### src/rmts_pkg.sv
`timescale 1ns / 1ps
// Shared types, constants and helpers of the rate-monotonic tick scheduler.
package rmts_pkg;

	localparam int FIELD_W   = 16;
	localparam int TASK_W    = 2;
	localparam int CFG_W     = 64;
	localparam int CFG_IDX_W = 2;
	localparam int TCNT_W    = 3;
	localparam int CNT_OUT_W = 5;
	localparam int TOTAL_W   = 32;
	localparam int IN_W      = 8;
	localparam int OUT_W     = 80;

	localparam logic [CFG_IDX_W-1:0] REG_TASK_COUNT = 2'd0;
	localparam logic [CFG_IDX_W-1:0] REG_PERIODS    = 2'd1;
	localparam logic [CFG_IDX_W-1:0] REG_BUDGETS    = 2'd2;
	localparam logic [CFG_IDX_W-1:0] REG_DEADLINES  = 2'd3;

	// Operation that every queue cell performs in the current cycle
	typedef enum logic [2:0] {
		OP_HOLD,
		OP_INSERT,
		OP_MARK,
		OP_SHIFT,
		OP_DEC
	} cell_op_t;

	// Phases of one scheduler tick
	typedef enum logic [2:0] {
		ST_IDLE,
		ST_INSERT,
		ST_MARK,
		ST_SWEEP,
		ST_RUN,
		ST_OUT
	} tick_state_t;

	// Broadcast control from the sequencer to the cell row
	typedef struct packed {
		cell_op_t               op;
		logic [FIELD_W-1:0]     new_period;
		logic [TASK_W-1:0]      ins_task;
		logic [FIELD_W-1:0]     new_remaining;
	} cell_ctl_t;

	// Pick the 16-bit field of task t out of a packed register
	function automatic logic [FIELD_W-1:0] field16(input logic [CFG_W-1:0] vec,
			input logic [TASK_W-1:0] t);
		return vec[t*FIELD_W +: FIELD_W];
	endfunction

endpackage

### src/rmts_cell.sv
`timescale 1ns / 1ps
// One slot of the job queue: holds a job and trades it with its neighbors.
module rmts_cell #(
	parameter int IDX         = 0,
	parameter int QUEUE_DEPTH = 16,
	parameter int TIME_BITS   = 32
) (
	input  logic                            clk,
	input  logic                            arst_n,
	input  rmts_pkg::cell_ctl_t             ctl,
	input  logic [TIME_BITS-1:0]            new_deadline,
	input  logic [$clog2(QUEUE_DEPTH+1)-1:0] count,
	input  logic [rmts_pkg::CFG_W-1:0]      periods,
	input  logic [TIME_BITS-1:0]            now,
	input  logic                            left_grt,
	input  logic [rmts_pkg::TASK_W-1:0]     left_task,
	input  logic [rmts_pkg::FIELD_W-1:0]    left_rem,
	input  logic [TIME_BITS-1:0]            left_dl,
	input  logic                            kill_in,
	input  logic [rmts_pkg::TASK_W-1:0]     right_task,
	input  logic [rmts_pkg::FIELD_W-1:0]    right_rem,
	input  logic [TIME_BITS-1:0]            right_dl,
	input  logic                            right_doomed,
	output logic [rmts_pkg::TASK_W-1:0]     task_id,
	output logic [rmts_pkg::FIELD_W-1:0]    rem,
	output logic [TIME_BITS-1:0]            dl,
	output logic                            doomed,
	output logic                            grt,
	output logic                            kill_out
);

	localparam int CNT_W = $clog2(QUEUE_DEPTH + 1);

	logic [rmts_pkg::TASK_W-1:0]  task_q;
	logic [rmts_pkg::FIELD_W-1:0] rem_q;
	logic [TIME_BITS-1:0]         dl_q;
	logic                         doomed_q;
	logic                         occ;
	logic                         at_tail;
	logic [rmts_pkg::FIELD_W-1:0] my_period;

	// Slot holds a job when it sits below the fill count
	assign occ       = CNT_W'(IDX) < count;
	assign at_tail   = CNT_W'(IDX) == count;
	assign my_period = rmts_pkg::field16(periods, task_q);

	// Slot gives way once the insertion point lies here or closer to the head;
	// the first job with a strictly longer period marks that point
	assign grt      = left_grt | (occ && (ctl.new_period < my_period));
	// Removal point: this slot or one to its left is dropped
	assign kill_out = kill_in | doomed_q;

	// Job payload: insert, shift out, run
	always_ff @(posedge clk) begin
		case (ctl.op)
			rmts_pkg::OP_INSERT: begin
				if (left_grt) begin
					task_q <= left_task;
					rem_q  <= left_rem;
					dl_q   <= left_dl;
				end else if (grt || at_tail) begin
					task_q <= ctl.ins_task;
					rem_q  <= ctl.new_remaining;
					dl_q   <= new_deadline;
				end
			end
			rmts_pkg::OP_SHIFT: begin
				if (kill_out) begin
					task_q <= right_task;
					rem_q  <= right_rem;
					dl_q   <= right_dl;
				end
			end
			rmts_pkg::OP_DEC: begin
				if (IDX == 0) begin
					rem_q <= rem_q - 1'b1;
				end
			end
			default: begin
			end
		endcase
	end

	// Deadline flag: set on mark, travels with the job on a shift
	always_ff @(posedge clk or negedge arst_n) begin
		if (!arst_n) begin
			doomed_q <= 1'b0;
		end else begin
			case (ctl.op)
				rmts_pkg::OP_MARK: doomed_q <= occ && (now >= dl_q);
				rmts_pkg::OP_SHIFT: begin
					if (kill_out) begin
						doomed_q <= right_doomed;
					end
				end
				default: begin
				end
			endcase
		end
	end

	assign task_id = task_q;
	assign rem     = rem_q;
	assign dl      = dl_q;
	assign doomed  = doomed_q;

endmodule

### src/rmts_residue.sv
`timescale 1ns / 1ps
// Per-task phase counters (time modulo period) with a serial remainder unit.
module rmts_residue #(
	parameter int NUM_TASKS = 4,
	parameter int TIME_BITS = 32
) (
	input  logic                       clk,
	input  logic                       arst_n,
	input  logic                       start,
	input  logic [rmts_pkg::CFG_W-1:0] periods,
	input  logic [TIME_BITS-1:0]       now,
	input  logic                       advance,
	input  logic                       wrap,
	output logic                       busy,
	output logic [NUM_TASKS-1:0]       release_due
);

	localparam int TW = (NUM_TASKS > 1) ? $clog2(NUM_TASKS) : 1;
	localparam int BW = $clog2(TIME_BITS);

	logic [rmts_pkg::FIELD_W-1:0] res_q [NUM_TASKS];
	logic                         busy_q;
	logic [TW-1:0]                k_q;
	logic [BW-1:0]                bit_q;
	logic [rmts_pkg::FIELD_W-1:0] acc_q;
	logic [rmts_pkg::FIELD_W-1:0] div_p;
	logic [rmts_pkg::FIELD_W:0]   shifted;
	logic [rmts_pkg::FIELD_W:0]   diff;
	logic [rmts_pkg::FIELD_W-1:0] acc_d;
	logic                         step_last;

	// One restoring-division bit per cycle, time MSB first
	assign div_p     = rmts_pkg::field16(periods, rmts_pkg::TASK_W'(k_q));
	assign shifted   = {acc_q, now[bit_q]};
	assign diff      = shifted - {1'b0, div_p};
	assign acc_d     = (shifted >= {1'b0, div_p}) ? diff[rmts_pkg::FIELD_W-1:0]
	                                               : shifted[rmts_pkg::FIELD_W-1:0];
	assign step_last = busy_q && (bit_q == '0);

	// Sequence over tasks and time bits
	always_ff @(posedge clk or negedge arst_n) begin
		if (!arst_n) begin
			busy_q <= 1'b0;
			k_q    <= '0;
			bit_q  <= '0;
		end else if (start) begin
			busy_q <= 1'b1;
			k_q    <= '0;
			bit_q  <= BW'(TIME_BITS - 1);
		end else if (busy_q) begin
			if (bit_q == '0) begin
				bit_q <= BW'(TIME_BITS - 1);
				if (k_q == TW'(NUM_TASKS - 1)) begin
					busy_q <= 1'b0;
				end else begin
					k_q <= k_q + 1'b1;
				end
			end else begin
				bit_q <= bit_q - 1'b1;
			end
		end
	end

	// Partial remainder
	always_ff @(posedge clk) begin
		if (start || step_last) begin
			acc_q <= '0;
		end else if (busy_q) begin
			acc_q <= acc_d;
		end
	end

	// Phase per task: load from divider, else advance by one tick
	always_ff @(posedge clk or negedge arst_n) begin
		if (!arst_n) begin
			for (int t = 0; t < NUM_TASKS; t++) begin
				res_q[t] <= '0;
			end
		end else if (step_last) begin
			res_q[k_q] <= acc_d;
		end else if (advance) begin
			for (int t = 0; t < NUM_TASKS; t++) begin
				if (wrap || ({1'b0, res_q[t]} + 1'b1 ==
						{1'b0, rmts_pkg::field16(periods, rmts_pkg::TASK_W'(t))})) begin
					res_q[t] <= '0;
				end else begin
					res_q[t] <= res_q[t] + 1'b1;
				end
			end
		end
	end

	// Task releases when its period is nonzero and divides the time
	always_comb begin
		for (int t = 0; t < NUM_TASKS; t++) begin
			release_due[t] = (rmts_pkg::field16(periods, rmts_pkg::TASK_W'(t)) != '0)
			                 && (res_q[t] == '0);
		end
	end

	assign busy = busy_q;

endmodule

### src/rate_monotonic_tick_scheduler.sv
`timescale 1ns / 1ps
// Rate-monotonic tick scheduler: sequencer, job queue cell row and outputs.
//
// Each beat on s_axis is one scheduler tick; s_axis_tdata[0] is last_tick.
// Each tick yields one result beat on m_axis, fields from bit 0 up:
// running_task[1:0], idle[2], job_finished[3], deadlines_missed[8:4],
// jobs_killed[13:9], overflow[14], total_missed[46:15],
// total_completed[78:47], zero pad[79].
// Registers are written on the cfg channel (index 0 task_count, 1 periods,
// 2 budgets, 3 deadlines); cfg_ready is always high.
// From accept to result a tick goes through release insertion per task,
// a mark of expired jobs, a sweep that drops them and compacts the queue,
// a run of the head job and the posting of the result. A new tick is
// accepted once the sequencer is back in idle after posting the result.
// A periods write restarts the phase counters: a serial remainder runs over
// every task and time bit, during which s_axis_tready stays low.
// Reset empties the queue, zeroes time and totals, task_count becomes 1.
// A stalled m_axis holds the result in its output register; the block still
// takes the next tick and waits before posting it until the slot frees.
module rate_monotonic_tick_scheduler #(
	parameter int NUM_TASKS   = 4,
	parameter int QUEUE_DEPTH = 16,
	parameter int TIME_BITS   = 32
) (
	input  logic                           clk,
	input  logic                           arst_n,
	input  logic                           s_axis_tvalid,
	output logic                           s_axis_tready,
	input  logic [rmts_pkg::IN_W-1:0]      s_axis_tdata,   // last_tick[0], pad
	output logic                           m_axis_tvalid,
	input  logic                           m_axis_tready,
	output logic [rmts_pkg::OUT_W-1:0]     m_axis_tdata,   // see head comment
	input  logic                           cfg_valid,
	output logic                           cfg_ready,
	input  logic [rmts_pkg::CFG_IDX_W-1:0] cfg_index,
	input  logic [rmts_pkg::CFG_W-1:0]     cfg_data
);

	localparam int TW    = (NUM_TASKS > 1) ? $clog2(NUM_TASKS) : 1;
	localparam int CNT_W = $clog2(QUEUE_DEPTH + 1);
	localparam int FW    = rmts_pkg::FIELD_W;
	localparam int KW    = rmts_pkg::TASK_W;

	// Configuration registers
	logic [rmts_pkg::TCNT_W-1:0] task_count_q;
	logic [rmts_pkg::CFG_W-1:0]  periods_q;
	logic [rmts_pkg::CFG_W-1:0]  budgets_q;
	logic [rmts_pkg::CFG_W-1:0]  deadlines_q;
	logic                        cfg_we;
	logic                        per_wr;

	// Sequencer state
	rmts_pkg::tick_state_t state_q, state_d;
	logic [TW-1:0]         tidx_q;
	logic [TIME_BITS-1:0]  time_q;
	logic [CNT_W-1:0]      count_q, count_d;
	logic [CNT_W-1:0]      missed_q;
	logic                  last_q;
	logic                  ovf_q;
	logic                  run_idle_q;
	logic                  run_fin_q;
	logic [KW-1:0]         run_task_q;
	logic [rmts_pkg::TOTAL_W-1:0] tot_miss_q, tot_done_q;
	logic [rmts_pkg::TOTAL_W-1:0] tot_miss_d, tot_done_d;
	logic [rmts_pkg::TOTAL_W:0]   miss_sum;
	logic                  out_valid_q;
	logic [rmts_pkg::OUT_W-1:0] out_data_q;

	logic                  in_fire;
	logic                  out_load;
	logic                  res_busy;
	logic [NUM_TASKS-1:0]  release_due;
	logic                  rel_now;
	logic                  full;
	logic                  has_job;
	logic                  head_fin;
	logic                  any_doomed;
	logic                  kill_seed;
	logic [rmts_pkg::CNT_OUT_W-1:0] miss_sat, kill_sat;
	logic [CNT_W-1:0]      killed;

	rmts_pkg::cell_ctl_t   ctl;
	rmts_pkg::cell_op_t    cell_op;
	logic [TIME_BITS-1:0]  new_deadline;

	// Cell row wiring
	logic [KW-1:0]          c_task [QUEUE_DEPTH];
	logic [FW-1:0]          c_rem  [QUEUE_DEPTH];
	logic [TIME_BITS-1:0]   c_dl   [QUEUE_DEPTH];
	logic [QUEUE_DEPTH-1:0] c_doomed;
	logic [QUEUE_DEPTH-1:0] c_grt;
	logic [QUEUE_DEPTH-1:0] c_kill;

	// Configuration write port
	assign cfg_ready = 1'b1;
	assign cfg_we    = cfg_valid && cfg_ready;
	assign per_wr    = cfg_we && (cfg_index == rmts_pkg::REG_PERIODS);

	always_ff @(posedge clk or negedge arst_n) begin
		if (!arst_n) begin
			task_count_q <= rmts_pkg::TCNT_W'(1);
			periods_q    <= '0;
			budgets_q    <= '0;
			deadlines_q  <= '0;
		end else if (cfg_we) begin
			case (cfg_index)
				rmts_pkg::REG_TASK_COUNT: task_count_q <= cfg_data[rmts_pkg::TCNT_W-1:0];
				rmts_pkg::REG_PERIODS:    periods_q    <= cfg_data;
				rmts_pkg::REG_BUDGETS:    budgets_q    <= cfg_data;
				rmts_pkg::REG_DEADLINES:  deadlines_q  <= cfg_data;
				default: begin
				end
			endcase
		end
	end

	// Phase counters decide which tasks release this tick
	rmts_residue #(
		.NUM_TASKS(NUM_TASKS),
		.TIME_BITS(TIME_BITS)
	) u_residue (
		.clk        (clk),
		.arst_n     (arst_n),
		.start      (per_wr),
		.periods    (periods_q),
		.now        (time_q),
		.advance    (out_load),
		.wrap       (&time_q),
		.busy       (res_busy),
		.release_due(release_due)
	);

	// Handshakes
	assign s_axis_tready = (state_q == rmts_pkg::ST_IDLE) && !res_busy && !per_wr;
	assign in_fire       = s_axis_tvalid && s_axis_tready;
	assign out_load      = (state_q == rmts_pkg::ST_OUT) && (!out_valid_q || m_axis_tready);
	assign m_axis_tvalid = out_valid_q;
	assign m_axis_tdata  = out_data_q;

	// Status derived from the queue
	assign rel_now    = release_due[tidx_q] && (rmts_pkg::TCNT_W'(tidx_q) < task_count_q);
	assign full       = count_q == CNT_W'(QUEUE_DEPTH);
	assign has_job    = count_q != '0;
	assign head_fin   = c_rem[0] == FW'(1);
	assign any_doomed = c_kill[QUEUE_DEPTH-1];

	// Job offered to the row during insertion
	assign ctl.op            = cell_op;
	assign ctl.new_period    = rmts_pkg::field16(periods_q, KW'(tidx_q));
	assign ctl.ins_task      = KW'(tidx_q);
	assign ctl.new_remaining = rmts_pkg::field16(budgets_q, KW'(tidx_q));
	assign new_deadline      = time_q +
	                           TIME_BITS'(rmts_pkg::field16(deadlines_q, KW'(tidx_q)));

	// Next state
	always_comb begin
		state_d = state_q;
		case (state_q)
			rmts_pkg::ST_IDLE: begin
				if (in_fire) begin
					state_d = rmts_pkg::ST_INSERT;
				end
			end
			rmts_pkg::ST_INSERT: begin
				if (tidx_q == TW'(NUM_TASKS - 1)) begin
					state_d = rmts_pkg::ST_MARK;
				end
			end
			rmts_pkg::ST_MARK:  state_d = rmts_pkg::ST_SWEEP;
			rmts_pkg::ST_SWEEP: begin
				if (!any_doomed) begin
					state_d = rmts_pkg::ST_RUN;
				end
			end
			rmts_pkg::ST_RUN: state_d = rmts_pkg::ST_OUT;
			rmts_pkg::ST_OUT: begin
				if (out_load) begin
					state_d = rmts_pkg::ST_IDLE;
				end
			end
			default: state_d = rmts_pkg::ST_IDLE;
		endcase
	end

	// Cell operation and fill count per state
	always_comb begin
		cell_op   = rmts_pkg::OP_HOLD;
		kill_seed = 1'b0;
		count_d   = count_q;
		case (state_q)
			rmts_pkg::ST_INSERT: begin
				if (rel_now && !full) begin
					cell_op = rmts_pkg::OP_INSERT;
					count_d = count_q + 1'b1;
				end
			end
			rmts_pkg::ST_MARK: cell_op = rmts_pkg::OP_MARK;
			rmts_pkg::ST_SWEEP: begin
				if (any_doomed) begin
					cell_op = rmts_pkg::OP_SHIFT;
					count_d = count_q - 1'b1;
				end
			end
			rmts_pkg::ST_RUN: begin
				if (has_job) begin
					if (head_fin) begin
						cell_op   = rmts_pkg::OP_SHIFT;
						kill_seed = 1'b1;
						count_d   = count_q - 1'b1;
					end else begin
						cell_op = rmts_pkg::OP_DEC;
					end
				end
			end
			rmts_pkg::ST_OUT: begin
				if (out_load && last_q) begin
					count_d = '0;
				end
			end
			default: begin
			end
		endcase
	end

	// Row of queue cells, head at index 0
	for (genvar i = 0; i < QUEUE_DEPTH; i++) begin : g_cell
		logic                 l_grt;
		logic [KW-1:0]        l_task;
		logic [FW-1:0]        l_rem;
		logic [TIME_BITS-1:0] l_dl;
		logic                 k_in;
		logic [KW-1:0]        r_task;
		logic [FW-1:0]        r_rem;
		logic [TIME_BITS-1:0] r_dl;
		logic                 r_doomed;

		if (i == 0) begin : g_head
			assign l_grt  = 1'b0;
			assign l_task = ctl.ins_task;
			assign l_rem  = ctl.new_remaining;
			assign l_dl   = new_deadline;
			assign k_in   = kill_seed;
		end else begin : g_body
			assign l_grt  = c_grt[i-1];
			assign l_task = c_task[i-1];
			assign l_rem  = c_rem[i-1];
			assign l_dl   = c_dl[i-1];
			assign k_in   = c_kill[i-1];
		end

		if (i == QUEUE_DEPTH - 1) begin : g_tail
			assign r_task   = '0;
			assign r_rem    = '0;
			assign r_dl     = '0;
			assign r_doomed = 1'b0;
		end else begin : g_inner
			assign r_task   = c_task[i+1];
			assign r_rem    = c_rem[i+1];
			assign r_dl     = c_dl[i+1];
			assign r_doomed = c_doomed[i+1];
		end

		rmts_cell #(
			.IDX        (i),
			.QUEUE_DEPTH(QUEUE_DEPTH),
			.TIME_BITS  (TIME_BITS)
		) u_cell (
			.clk         (clk),
			.arst_n      (arst_n),
			.ctl         (ctl),
			.new_deadline(new_deadline),
			.count       (count_q),
			.periods     (periods_q),
			.now         (time_q),
			.left_grt    (l_grt),
			.left_task   (l_task),
			.left_rem    (l_rem),
			.left_dl     (l_dl),
			.kill_in     (k_in),
			.right_task  (r_task),
			.right_rem   (r_rem),
			.right_dl    (r_dl),
			.right_doomed(r_doomed),
			.task_id     (c_task[i]),
			.rem         (c_rem[i]),
			.dl          (c_dl[i]),
			.doomed      (c_doomed[i]),
			.grt         (c_grt[i]),
			.kill_out    (c_kill[i])
		);
	end

	// Running totals, saturating
	assign miss_sum   = {1'b0, tot_miss_q} + (rmts_pkg::TOTAL_W + 1)'(missed_q);
	assign tot_miss_d = miss_sum[rmts_pkg::TOTAL_W] ? '1 : miss_sum[rmts_pkg::TOTAL_W-1:0];
	assign tot_done_d = (run_fin_q && (tot_done_q != '1)) ? tot_done_q + 1'b1 : tot_done_q;

	// Per-tick counts clipped to the result field
	assign killed   = last_q ? count_q : '0;
	assign miss_sat = (32'(missed_q) > 32'd31) ? 5'd31 : rmts_pkg::CNT_OUT_W'(missed_q);
	assign kill_sat = (32'(killed) > 32'd31) ? 5'd31 : rmts_pkg::CNT_OUT_W'(killed);

	// Control registers
	always_ff @(posedge clk or negedge arst_n) begin
		if (!arst_n) begin
			state_q     <= rmts_pkg::ST_IDLE;
			tidx_q      <= '0;
			count_q     <= '0;
			time_q      <= '0;
			tot_miss_q  <= '0;
			tot_done_q  <= '0;
			out_valid_q <= 1'b0;
		end else begin
			state_q <= state_d;
			count_q <= count_d;
			if (in_fire) begin
				tidx_q <= '0;
			end else if (state_q == rmts_pkg::ST_INSERT) begin
				tidx_q <= tidx_q + 1'b1;
			end
			if (out_load) begin
				time_q      <= time_q + 1'b1;
				tot_miss_q  <= tot_miss_d;
				tot_done_q  <= tot_done_d;
				out_valid_q <= 1'b1;
			end else if (m_axis_tready) begin
				out_valid_q <= 1'b0;
			end
		end
	end

	// Per-tick results and output beat
	always_ff @(posedge clk) begin
		if (in_fire) begin
			last_q   <= s_axis_tdata[0];
			missed_q <= '0;
			ovf_q    <= 1'b0;
		end
		if ((state_q == rmts_pkg::ST_INSERT) && rel_now && full) begin
			ovf_q <= 1'b1;
		end
		if ((state_q == rmts_pkg::ST_SWEEP) && any_doomed) begin
			missed_q <= missed_q + 1'b1;
		end
		if (state_q == rmts_pkg::ST_RUN) begin
			run_idle_q <= !has_job;
			run_fin_q  <= has_job && head_fin;
			run_task_q <= has_job ? c_task[0] : '0;
		end
		if (out_load) begin
			out_data_q <= {1'b0, tot_done_d, tot_miss_d, ovf_q, kill_sat, miss_sat,
			               run_fin_q, run_idle_q, run_task_q};
		end
	end

	// Fill count never passes the queue depth
	a_count_bound: assert property (@(posedge clk) disable iff (!arst_n)
		count_q <= CNT_W'(QUEUE_DEPTH))
		else $error("queue fill count above depth");

	// Compaction leaves no expired job behind
	a_sweep_clean: assert property (@(posedge clk) disable iff (!arst_n)
		(state_q == rmts_pkg::ST_SWEEP && !any_doomed) |=> (c_doomed == '0))
		else $error("expired job left in queue after sweep");

	// A granted release grows the queue by exactly one
	a_insert_grow: assert property (@(posedge clk) disable iff (!arst_n)
		(state_q == rmts_pkg::ST_INSERT && rel_now && !full)
		|=> (count_q == $past(count_q) + 1'b1))
		else $error("release not added to queue");

	// Last tick leaves an empty queue
	a_flush: assert property (@(posedge clk) disable iff (!arst_n)
		(out_load && last_q) |=> (count_q == '0))
		else $error("queue not flushed on last tick");

endmodule

### config.mk
export PLATFORM = sky130hd
export DESIGN_NAME = rate_monotonic_tick_scheduler
export DESIGN_NICKNAME = d
export VERILOG_FILES = /design/src/rmts_pkg.sv /design/src/rmts_cell.sv /design/src/rmts_residue.sv /design/src/rate_monotonic_tick_scheduler.sv
export SDC_FILE = /design/constraint.sdc
export NUM_CORES = 2
export LEC_CHECK = 0
export ABC_CLOCK_PERIOD_IN_PS = 17450
export BUFFER_PORTS_ARGS = -buffer_cell sky130_fd_sc_hd__buf_2
export CAP_MARGIN = 20
export CORE_MARGIN = 2
export CORE_UTILIZATION = 45
export CTS_BUF_LIST = sky130_fd_sc_hd__clkbuf_8
export DETAILED_ROUTE_END_ITERATION = 7
export GPL_TIMING_DRIVEN = 1
export PLACE_DENSITY = 0.57
export SLEW_MARGIN = 20
export SYNTH_ARGS = -nofsm -noshare
export SYNTH_HDL_FRONTEND = slang
export SYNTH_SLANG_ARGS = --single-unit
### constraint.sdc
create_clock -name clk -period 17.45 [get_ports clk]
set_input_delay 1.745 -clock clk [delete_from_list [all_inputs] [get_ports clk]]
set_output_delay 1.745 -clock clk [all_outputs]
set_load 0.1 [all_outputs]
== After elaboration in Yosys (flattened, before gate mapping) ==
Cells that the tools add are included.

* Register bits after elaboration: 1296
* Input port bits: 79
* Output and inout bits: 83
* Word-level logic and storage cells: 710

* Add/subtract/negate cells: 20
* Magnitude comparators: 54
* Equality and inequality tests: 78
* Shift operators: 20
* Mux-type cells: 273
* Bitwise operators: 32
* Reduce and logical (&&, ||, !) cells: 142

{| class="wikitable"
|+ Operators by type and width
! operator !! number
|-
| $mux W32 || 49
|-
| $shiftx A64 B7 Y16 || 20
|-
| $pmux W32 S2 || 16
|-
| $mux W16 || 53
|-
| $ge A32 B32 Y1 || 16
|-
| $pmux W16 S2 || 15
|-
| $lt A16 B16 Y1 || 16
|-
| $mux W64 || 2
|-
| $mux W2 || 54
|-
| $add A16 B1 Y17 const B || 4
|-
| $eq A17 B16 Y1 || 4
|-
| $add A16 B1 Y16 const B || 4
|-
| $add A32 B1 Y32 const B || 2
|-
| $bwmux W64 || 1
|-
| $logic_not A16 Y1 || 4
|-
| $pmux W2 S2 || 16
|-
| $reduce_bool A16 Y1 || 4
|-
| $reduce_and A3 Y1 || 18
|-
| $logic_and A1 B1 Y1 || 51
|-
| $mux W5 || 10
|-
| $pmux W16 S3 || 1
|-
| $ne A3 B1 Y1 const B || 15
|-
| $eq A4 B5 Y1 const A || 8
|-
| $lt A4 B5 Y1 const A || 8
|-
| 53 further kinds || 228
|}

== Logic depth before layout (Yosys ltp) ==
* Word-level depth: 25
* Depth in mapped cells: 20
* Depth with buffers taken out: 16

== By module ==
Synthesis repeated with hierarchy kept, for this count alone.

* Cells, all modules: 9309
* Area total of the unflattened synthesis: 95277.6 µm²

{| class="wikitable"
|+ Modules (own cells, without submodules)
! module !! times used !! cells an instance !! area an instance (µm²) !! sequential area each (µm²)
|-
| rate_monotonic_tick_scheduler || 1 || 1485 || 18884.4 || 10251.1
|-
| rmts_residue || 1 || 1080 || 8906.0 || 2122.0
|-
| rmts_cell (g_cell[0].u_cell) || 1 || 460 || 4561.9 || 1526.5
|-
| rmts_cell (g_cell[14].u_cell) || 1 || 423 || 4231.6 || 1526.5
|-
| rmts_cell (g_cell[8].u_cell) || 1 || 417 || 4219.0 || 1526.5
|-
| rmts_cell (g_cell[2].u_cell) || 1 || 417 || 4207.8 || 1526.5
|-
| rmts_cell (g_cell[13].u_cell) || 1 || 417 || 4205.3 || 1526.5
|-
| rmts_cell (g_cell[1].u_cell) || 1 || 421 || 4201.5 || 1526.5
|-
| rmts_cell (g_cell[11].u_cell) || 1 || 425 || 4200.3 || 1526.5
|-
| rmts_cell (g_cell[5].u_cell) || 1 || 430 || 4199.0 || 1526.5
|-
| rmts_cell (g_cell[7].u_cell) || 1 || 426 || 4195.3 || 1526.5
|-
| rmts_cell (g_cell[4].u_cell) || 1 || 416 || 4189.0 || 1526.5
|-
| rmts_cell (g_cell[3].u_cell) || 1 || 417 || 4187.8 || 1526.5
|-
| rmts_cell (g_cell[12].u_cell) || 1 || 417 || 4185.3 || 1526.5
|-
| 4 more rows || -- || -- || -- || --
|}

== Least setup slack after synthesis ==
Ideal clock, no wire load.

* Path type: register -> register
* From: register tidx_q[0], in the netlist g_cell[0].l_task[0]
* To: register g_cell[4].u_cell.dl_q[0], enable pin
* Library setup time: 0.533 ns
* Arrival time: 8.697 ns
* Data required time: 16.917 ns
* Slack: 8.220 ns
* Cell stages (with the launch flop): 18
* Buffers on the path: 6
* Period minus slack after synthesis: 9.230 ns
* Cells stage by stage: dfrtp_1 -> clkbuf_1 -> buf_1 -> buf_1 -> mux4_2 -> ha_1 -> and2_1 -> a221oi_1 -> o221ai_1 -> a2111oi_0 -> or2_1 -> buf_2 -> nor3_4 -> nand2b_1 -> clkbuf_1 -> clkbuf_1 -> a311oi_1 -> a211oi_1

* Word-level cells in the longest chain between the ends: 10
* Elaborated cells on any way between the ends: 29
* Those cells by class: order compare: 6; eq/ne: 4; shift: 1; mux: 4; bitwise: 4; reduce/logical: 10

{| class="wikitable"
|+ RTL lines
! item !! line !! RTL
|-
| start: declaration || rate_monotonic_tick_scheduler.sv:54 || <nowiki>logic [TW-1:0] tidx_q;</nowiki>
|-
| start signal: assignment || rate_monotonic_tick_scheduler.sv:319 || <nowiki>tidx_q <= tidx_q + 1'b1;</nowiki>
|-
| $shiftx A64 B7 Y16 || rmts_pkg.sv:50 || <nowiki>return vec[t*FIELD_W +: FIELD_W];</nowiki>
|-
| $lt A16 B16 Y1 || rmts_cell.sv:49 || <nowiki>assign grt = left_grt | (occ && (ctl.new_period < my_period));</nowiki>
|-
| $logic_and A1 B1 Y1 || rmts_cell.sv:49 ||
|-
| $or A1 B1 Y1 (4 in a row) || rmts_cell.sv:49 ||
|-
| $logic_or A1 B1 Y1 || rmts_cell.sv:61 || <nowiki>end else if (grt || at_tail) begin</nowiki>
|-
| $ne A3 B1 Y1 (no source line) || -- ||
|-
| $reduce_and A3 Y1 (no source line) (*) || -- ||
|-
| end signal: assignment || rmts_cell.sv:60 || <nowiki>dl_q <= left_dl;</nowiki>
|-
| end signal: assignment || rmts_cell.sv:64 || <nowiki>dl_q <= new_deadline;</nowiki>
|-
| end signal: assignment || rmts_cell.sv:71 || <nowiki>dl_q <= right_dl;</nowiki>
|-
| end: declaration || rmts_cell.sv:36 || <nowiki>logic [TIME_BITS-1:0] dl_q;</nowiki>
|}

Mark *: on every way between the ends. The rest lies on a longest branch, timed or not. The select of a mux whose other input is x is not followed.
A chain may end at the register's enable or synchronous reset.

== Final worst setup path ==
* From: register tidx_q[1], in the netlist g_cell[0].l_task[1]
* To: register g_cell[5].u_cell.rem_q, in the netlist g_cell[5].u_cell.rem[11], enable pin

* Word-level cells in the longest chain between the ends: 11
* Elaborated cells on any way between the ends: 32
* Those cells by class: order compare: 7; eq/ne: 4; shift: 1; mux: 4; bitwise: 5; reduce/logical: 11

{| class="wikitable"
|+ RTL lines
! item !! line !! RTL
|-
| $shiftx A64 B7 Y16 || rmts_pkg.sv:50 ||
|-
| $lt A16 B16 Y1 || rmts_cell.sv:49 ||
|-
| $logic_and A1 B1 Y1 || rmts_cell.sv:49 ||
|-
| $or A1 B1 Y1 (5 in a row) || rmts_cell.sv:49 ||
|-
| $logic_or A1 B1 Y1 || rmts_cell.sv:61 ||
|-
| $ne A3 B1 Y1 (no source line) || -- ||
|-
| $reduce_and A3 Y1 (no source line) (*) || -- ||
|-
| end signal: assignment || rmts_cell.sv:59 || <nowiki>rem_q <= left_rem;</nowiki>
|-
| end signal: assignment || rmts_cell.sv:63 || <nowiki>rem_q <= ctl.new_remaining;</nowiki>
|-
| end signal: assignment || rmts_cell.sv:70 || <nowiki>rem_q <= right_rem;</nowiki>
|-
| end: declaration || rmts_cell.sv:35 || <nowiki>logic [rmts_pkg::FIELD_W-1:0] rem_q;</nowiki>
|}

Marked as above.

==> out/qor.yml <==
status:
  status: "finished, final reports clean"
synth:
  synth.net_count: 10079
  syn_area_per_cell_sq_um: 10.0
  synth_compound_area_share_pct: 13.4
  syn_inst: 9183
  synth-simple-area-share_pct: 12.2
  synth-seq-area-share_pct: 40.0
  yosysWarnings: 0
  ys_types: 89
  yosysMostFrequentCell: "nand2_1"
  ys_seq_elements: 1296
  synthXorXnorAreaFrac_pct: 2.71
  synth_edf_count: 889
  yosysTopAreaCellShare_pct: 29.0
  synthAdderAreaFrac_pct: 11.1
  ys_top_cells_by_count: "nand2_1, edfxtp_1, inv_1, ha_1, o21ai_0"
  synth_area_leaders: "edfxtp_1, ha_1, dfrtp_1, mux4_2, nand2_1"
  netlist_area_sq_mm: 0.0919
  yosys-mux-area-fraction_pct: 14.2
  yosysTopAreaCell: "edfxtp_1"
  ys_async_sr_fraction_pct: 30.1
  synth_top_family_by_area: "multiplexers"
  synthFlopType: "edfxtp_1"
power:
  p_total_w: 0.0211
  vdd_drop_max_v: 0.000242
  p_leak_nw: 44.1
  powerDensity_mw_per_mm2: 210
setup_path:
  crit_path_start_kind: "flip-flop"
  path_class: "flip-flop to flip-flop"
  crit_path_frequent_cell: "buf_4"
  cp_top_family: "compound AO/OA/AOI/OAI gates"
  cp_data_required_time_ps: 18070
  path_buf_inv: 4
  r2r_setup_slack_ps: 8080
  endpoint_kind: "flip-flop"
  worstPathArrival_ps: 10000
  crit_path_top_delay_cell: "a2111oi_0"
  crit_path_max_incr_delay_ps: 1020
  cp_max_fo: 44
  worstPathCellList: "buf_4 > mux4_2 > ha_1 > and2_1 > a221oi_1 > o221ai_1 > a2111oi_0 > or2_2 > buf_4 > or3_2 > buf_4 > or3_4 > a31oi_1 > o21ai_4 > buf_4"
placement:
  gp_congestion: 0.939
  place_hpwl_mm: 219
  io_buffers: 152
job:
  cap_violations: 0
timing:
  fin_setup_tns_ps: 0
  max_freq_mhz: 107
  maxSlewHeadroom_pct: 17.7
  hold_violations: 0
  slew_viol_final: 0
  rsz0062_at_grt: "false"
  max_slew.worst_pin.slew_ps: 1200
  min_period_ps: 9370
  fin_skew_ps: 72.6
  setup_viol: 0
  fin_crit_sh_pct: 53.7
global_routing:
  grt_pass1_wl_mm: 481
  overflow: 0
  grt_max_degree: 233
  antenna_found_initial: 17
  grt_pass1_vias: 73284
  grt_use_total_pct: 30.7
cells_and_area:
  nFillCells: 18599
  drive_above_1_share_pct: 13.3
  area_growth_pct: 8.96
  nNetsFinal: 10010
floorplan:
  die_w_um: 456
  die_y_um: 456
  die-area_sq_mm: 0.208
  initial_utilization_pct: 45.4
  io_pins: 162
  core.rowCount: 165
  core_area_sq_mm: 0.203
cts:
  cts_resized: 0
  hold_buffers: 0
  clkLatencyLatePin_ps: 1060
  clkTransAtPathRegs_ps: 60
  numCtsBuffers: 228
  htreeDepth: 4
  numClockSinks: 1296
  post-cts-setup-buffer-count: 0
  cts_root_buf: "clkbuf_8"
  clockBufferDepth: 3
  cts_tree: "done"
routing:
  vias_per_cell: 6.29
  first_iter_violations: 9089
  wl_mm: 327
  drt_pass1_iterations: 6
  num_vias: 75402
  drtAntennaViolNets: 0
  drc: 0
  wire_per_inst_um: 27.2
worst_hold_path:
  holdCritPathClass: "flip-flop to flip-flop"
==> final cells by class <==
class,instances,area (sq um),area share [%]
Timing Repair Buffer,388,2610,2.61
Antenna cell,12,30.0,0.0300
Tap cell,2672,3340,3.34
Inverter,826,3110,3.10
Sequential cell,1296,36800,36.7
Clock inverter,170,1030,1.03
Multi-Input combinational cell,6374,49700,49.6
Clock buffer,258,3550,3.54
==> power by group <==
part | leakage, nW | total (W) | switching, W | internal [W]
logic | 28.3 | 0.0117 | 0.00756 | 0.00416
clock network | 2.71 | 0.00289 | 0.00141 | 0.00148
registers | 13.1 | 0.00644 | 0.00101 | 0.00543
==> path summary, 6_finish.rpt <==
kind	from	endpoint	cells past startpoint
max	g_cell[0].l_task[1]$_DFFE_PN0P_	g_cell[5].u_cell.rem[11]$_DFFE_PP_	15
min	run_task_q[0]$_SDFFCE_PP0P_	m_axis_tdata[0]$_DFFE_PP_	0
max reg2reg	g_cell[0].l_task[1]$_DFFE_PN0P_	g_cell[5].u_cell.rem[11]$_DFFE_PP_	15
min reg2reg	run_task_q[0]$_SDFFCE_PP0P_	m_axis_tdata[0]$_DFFE_PP_	0
max in group asynchronous	arst_n	g_cell[0].l_task[0]$_DFFE_PN0P_	3
min in group asynchronous	arst_n	periods_q[34]$_DFFE_PN0P_	1
==> worst register-to-register path, stage by stage, from the launching register on <==
cell,delay (ps)
dfrtp_2,780
buf_4,700
mux4_2,1040
ha_1,360
and2_1,140
a221oi_1,300
o221ai_1,590
a2111oi_0,1020
or2_2,240
buf_4,570
or3_2,280
buf_4,500
or3_4,600
a31oi_1,230
o21ai_4,840
buf_4,700
==> placed cells by master, fill, tap and decap left out, types with 62 or more instances in the layout <==
cell,Yosys,routed
a21o_1,187,186
a21oi_1,317,317
a31oi_1,71,69
buf_2,68,151
buf_4,9,228
clkbuf_8,0,258
dfrtp_1,389,387
edfxtp_1,889,889
ha_1,814,814
inv_1,825,924
mux2_2,140,140
mux2i_1,405,402
mux4_2,330,330
nand2_1,1119,1115
nand2b_1,76,75
nand3_1,381,378
nand4_1,127,127
nor2_1,312,308
nor2b_1,80,80
nor3_1,78,76
nor4_1,63,62
o211ai_1,165,165
o21ai_0,774,768
o221ai_1,135,135
xnor2_1,179,178
xor2_1,105,103
==> cells by family after synthesis <==
logic type,count (synthesis)
simple gates,2428
mux,875
compound gates,1968
other cells,2
flops,1296
fa+ha+maj,817
xor+xnor,284
buf+inv,1513
==> sequential cells by signal, indices dropped and copies added (netlist names), 3 cells and up <==
register	count
g_cell.u_cell.doomed	16
m_axis_tdata	79
periods_q	64
tot_miss_q	32
g_cell.u_cell.dl	512
tot_done_q	32
miss_sat	5
deadlines_q	64
count_q	5
task_count_q	3
budgets_q	64
g_cell.u_cell.task_id	32
g_cell.u_cell.rem	256
u_residue.res_q	64
u_residue.bit_q	5
state_q	3
u_residue.acc_q	16
time_q	32
==> through the flow <==
stage	hold slack [ps]	setup WS, ps	instance area (sq um)	utilization, %	std cells
global placement	439	8670	95500	47.1	11552
global route	479	8020	100000	49.4	11991
detailed placement	452	8700	95500	47.1	11553
CTS	473	8680	100000	49.4	11981
floorplan	400	8220	91900	-	9183
finish	469	8080	100000	49.4	11996
==> layer usage <==
layer,wire [um],GRT usage [%],part of all wire (%),vias to the layer above
met1,136000,41.6,42,37448
li1,-,-,-,33492
met3,29100,5.99,8.9,791
met2,145000,47.1,44,3663
met4,17000,14.8,5.2,8
met5,55,0,0.017,-
Note: power is estimated with default switching activity, not from simulation.
